### src/design/mrf_pkg.sv
// Shared types, constants and the CRC byte update for the Modbus RTU response framer.
// No dependencies.
package mrf_pkg;

   localparam int TABLE_DEPTH_DEF = 256;
   localparam int COUNT_LIMIT     = 110;
   localparam logic [15:0] CRC_INIT = 16'hFFFF;
   localparam logic [15:0] CRC_POLY = 16'hA001;

   typedef enum logic [1:0] {
      OP_LOAD  = 2'd0,
      OP_READ  = 2'd1,
      OP_WRITE = 2'd2
   } op_type;

   typedef struct packed {
      logic capture;
      logic clear_step;
      logic reduce_step;
      logic mem_write;
      logic idx_load;
      logic emit;
   } cmd_type;

   typedef struct packed {
      logic clear_last;
      logic reduce_last;
      logic count_over;
      logic frame_done;
   } status_type;

   // CRC-16/MODBUS update over one byte, LSB first.
   function automatic logic [15:0] crc16_byte(input logic [15:0] crc_i,
                                              input logic [7:0]  data_i);
      logic [15:0] c;
      c = crc_i ^ {8'h00, data_i};
      for (int b = 0; b < 8; b++) begin
         c = c[0] ? ((c >> 1) ^ CRC_POLY) : (c >> 1);
      end
      return c;
   endfunction

endpackage

### src/design/mrf_ctrl.sv
// Sequencer for the Modbus RTU response framer: clear pass, index reduction,
// table write and byte emission. Depends on mrf_pkg.
module mrf_ctrl import mrf_pkg::*; (
   input  logic       clock,
   input  logic       reset,
   input  logic       req_valid,
   input  logic [1:0] req_operation,
   input  status_type status,
   output cmd_type    cmd,
   output logic       req_stall
);

   typedef enum logic [2:0] {
      ST_CLEAR,
      ST_IDLE,
      ST_REDUCE,
      ST_POST,
      ST_EMIT
   } state_type;

   state_type state_ff;
   logic      is_load_ff;

   always_ff @(posedge clock) begin
      if (reset) begin
         state_ff   <= ST_CLEAR;
         is_load_ff <= 1'b0;
      end else begin
         unique case (state_ff)
            ST_CLEAR: begin
               if (status.clear_last) state_ff <= ST_IDLE;
            end
            ST_IDLE: begin
               if (req_valid) begin
                  is_load_ff <= (req_operation == OP_LOAD);
                  unique case (req_operation)
                     OP_LOAD:  state_ff <= ST_REDUCE;
                     OP_READ:  state_ff <= status.count_over ? ST_IDLE : ST_REDUCE;
                     OP_WRITE: state_ff <= ST_EMIT;
                     default:  state_ff <= ST_IDLE;
                  endcase
               end
            end
            ST_REDUCE: begin
               if (status.reduce_last) state_ff <= ST_POST;
            end
            ST_POST: begin
               state_ff <= is_load_ff ? ST_IDLE : ST_EMIT;
            end
            ST_EMIT: begin
               if (status.frame_done) state_ff <= ST_IDLE;
            end
            default: state_ff <= ST_CLEAR;
         endcase
      end
   end

   always_comb begin
      cmd.capture     = (state_ff == ST_IDLE) && req_valid;
      cmd.clear_step  = (state_ff == ST_CLEAR);
      cmd.reduce_step = (state_ff == ST_REDUCE);
      cmd.mem_write   = (state_ff == ST_POST) && is_load_ff;
      cmd.idx_load    = (state_ff == ST_POST) && !is_load_ff;
      cmd.emit        = (state_ff == ST_EMIT);
   end

   assign req_stall = (state_ff != ST_IDLE);

endmodule

### config.mk
export PLATFORM = sky130hd
export DESIGN_NAME = mrf_ctrl
export DESIGN_NICKNAME = d
export VERILOG_FILES = /design/src/design/mrf_pkg.sv /design/src/design/mrf_ctrl.sv
export SDC_FILE = /design/constraint.sdc
export NUM_CORES = 1
export LEC_CHECK = 0
export ABC_CLOCK_PERIOD_IN_PS = 3750
export BUFFER_PORTS_ARGS = -buffer_cell sky130_fd_sc_hd__buf_2
export CAP_MARGIN = 20
export CORE_AREA = 8 8 45 47
export CTS_CLUSTER_DIAMETER = 100
export DETAILED_ROUTE_END_ITERATION = 7
export DIE_AREA = 0 0 53 55
export GPL_TIMING_DRIVEN = 0
export HOLD_SLACK_MARGIN = 0.02
export SLEW_MARGIN = 5
export SYNTH_ARGS = -nofsm -noshare
export SYNTH_HDL_FRONTEND = slang
export SYNTH_SLANG_ARGS = --single-unit
### constraint.sdc
create_clock -name clock -period 3.75 [get_ports clock]
set_input_delay 0 -clock clock [delete_from_list [all_inputs] [get_ports clock]]
set_output_delay 0 -clock clock [all_outputs]
set_load 0.005 [all_outputs]
==> impl_metrics.tcl <==
set metrics [dict create \
    timing.fmax_mhz 693 \
    yosysSeqAreaShare 0.254 \
    min_period_over_period 0.385 \
    grt_pass1_vias 362 \
    synth_seq_cells 4 \
    antenna_found_initial 0 \
    hp-class "input pin to register" \
    maxSlewViolCount 0 \
    areaGrowthSynthToFinish_pct 43.7 \
    powerDensity_nw_per_um2 339 \
    worst_slew_pin_slew_ns 0.352 \
    dieArea_um2 2920 \
    grt_max_degree 11 \
    power_w 0.000154 \
    die_h_um 55 \
    grt_pass1_wl_um 1460 \
    mostFrequentLayoutCells "buf_2, nor2_1, dfxtp_1" \
    crit_family "compound AO/OA/AOI/OAI gates" \
    io_pins 16 \
    status "finished clean" \
    holdPathStages 3 \
    avgSynthCellArea_um2 7.69 \
    hold_end "state_ff[2]" \
    reg2reg_setup_slack_ns 2.31 \
    routed_wl_um 876 \
    gr-total-overflow 0 \
    drc_errors 0 \
    ir_drop_mv 0.221 \
    synthesis.area_um2 315 \
    cts_tree "yes" \
    setup.worst_path.start_class "register" \
    htree_num_levels 1 \
    crit_slowest_cell "dfxtp_1" \
    hp-start "status[0]" \
    cts_root_buf "clkbuf_4" \
    hold_viol 0 \
    max_stage_delay_ns 0.42 \
    clock_sinks 4 \
    finalCriticalPeriod_ns 1.44 \
    synthCells 41 \
    yosysUniqueCellTypes 24 \
    gp_congestion 0.772 \
    coreArea_um2 1380 \
    worstPathCellList "mux2_2, a222oi_1, a2bb2oi_1, nor2_1" \
    synth_nets 50 \
    dieWidth_um 53 \
    clk_latency_ns 0.24 \
    relSlewSlack 0.765 \
    nets 72 \
    critPathBufInv 0 \
    worst-path-max-fanout 6 \
    rr_startpoint "state_ff[1]" \
    drt-initial-drc-count 12 \
    hpwlAfterDp_um 691 \
    r2r-end "state_ff[1]" \
    port_buffers 15 \
    antenna_left 0 \
    firstDrtPassIters 4 \
    rsz0062_at_grt "no" \
    diodes 0 \
    maxCapViolCount 0 \
    clockBufferDepth 2 \
    path_class "register to register" \
    setup_viol 0 \
    vias_per_cell 4.69 \
    yosysWarnings 0 \
    layout_commonest_cell "buf_2" \
    drive_gt1_frac 0.361 \
    leakage_nw 0.213 \
    vias 361 \
    grtUsageTotal 0.0683 \
    initial_utilization 0.228 \
    fin_tns_setup_ns 0 \
    required_ns 3.87 \
    clk_pin_slew_ns 0.04 \
    wl_per_cell_um 11.4 \
    rows 14 \
    fin_skew_ns 0.00728 \
    numCtsBuffers 3 \
    critPathArrivalTime_ns 1.56 \
    r2r_cells 4 \
    cp-end-kind "register" \
]
## final cells by class
class / instances / area [um^2]
Buffer: 1 / 5.00
Clock buffer: 3 / 22.5
Fill cell: 156 / 931
Inverter: 3 / 11.3
Multi-Input combinational cell: 33 / 219
Sequential cell: 4 / 80.1
Tap cell: 16 / 20.0
Timing Repair Buffer: 17 / 95.1
## cells in the mapped netlist (all sizes together)
cell,n,area share
nor2,8,0.095
dfxtp,4,0.25
inv,3,0.036
nand2b,3,0.060
mux2i,2,0.063
nand2,2,0.024
or2,2,0.040
a211oi,1,0.024
a21oi,1,0.016
a222oi,1,0.032
a2bb2oi,1,0.028
a32oi,1,0.028
and2,1,0.020
and2b,1,0.032
and3,1,0.020
and3b,1,0.028
buf,1,0.016
mux2,1,0.036
nor3,1,0.016
nor3b,1,0.040
o2111ai,1,0.028
o21ai,1,0.016
o32ai,1,0.028
or2b,1,0.024
## logic make-up (layout without fill, tap and decap cells)
family,Yosys count,count (layout),synth area share
AO/OA/AOI/OAI,8,8,0.198
buffers and inverters,4,24,0.0516
flip-flops,4,4,0.254
multiplexers,3,3,0.0992
AND/OR/NAND/NOR,22,22,0.397
## per-stage QoR
stage          cells  hold slack (ns)  setup WS [ns]  utilization  cell area (um^2)
2_1_floorplan     41           0.0691           2.46            -               315
3_3_place_gp      72            0.221           2.29        0.297               410
3_5_place_dp      72            0.226           2.33        0.297               410
4_1_cts           77           0.0350           2.29        0.327               453
5_1_grt           77           0.0427           2.20        0.327               453
6_report          77           0.0393           2.31        0.327               453
## flip-flops by register name (all words and copies together), names as in the netlist
name / count
state_ff: 3
is_load_ff: 1
## worst max-delay path by stage
stage                      from          end  cells past startpoint
finish              state_ff[1]  state_ff[1]                      4
global route        state_ff[1]  state_ff[1]                      4
floorplan           state_ff[1]  state_ff[1]                      4
CTS                 state_ff[1]  state_ff[1]                      4
detailed placement  state_ff[1]  state_ff[1]                      4
global placement    state_ff[1]  state_ff[1]                      4
## report_power, final
| part | internal (W) | total [W] | switching [W] |
|---|---|---|---|
| Sequential | 0.0000462 | 0.0000521 | 0.00000589 |
| Combinational | 0.0000253 | 0.0000474 | 0.0000220 |
| Clock | 0.0000358 | 0.0000542 | 0.0000183 |
| Total | 0.000107 | 0.000154 | 0.0000463 |
## timing repair
action | CTS | global route
buffers inserted | 0 | 0
endpoints found under the hold margin | 4 | 0
resized for setup | 0 | 0
hold buffers | 2 | 0
## routing by layer
layer / GRT usage / routed length (um) / up-vias
met5: 0 / 0 / -
met4: 0.0259 / 0 / 0
met3: 0.0481 / 77 / 0
met2: 0.109 / 394 / 10
met1: 0.0685 / 403 / 163
li1: - / - / 188
## worst min-delay path, delay by kind of cell
family,cells,cell delay (ns)
buffers and inverters,1,0.09
AOI/OAI and AO/OA,1,0.05
and+or+nand+nor,1,0.09
(Power assumes the default switching activity.)
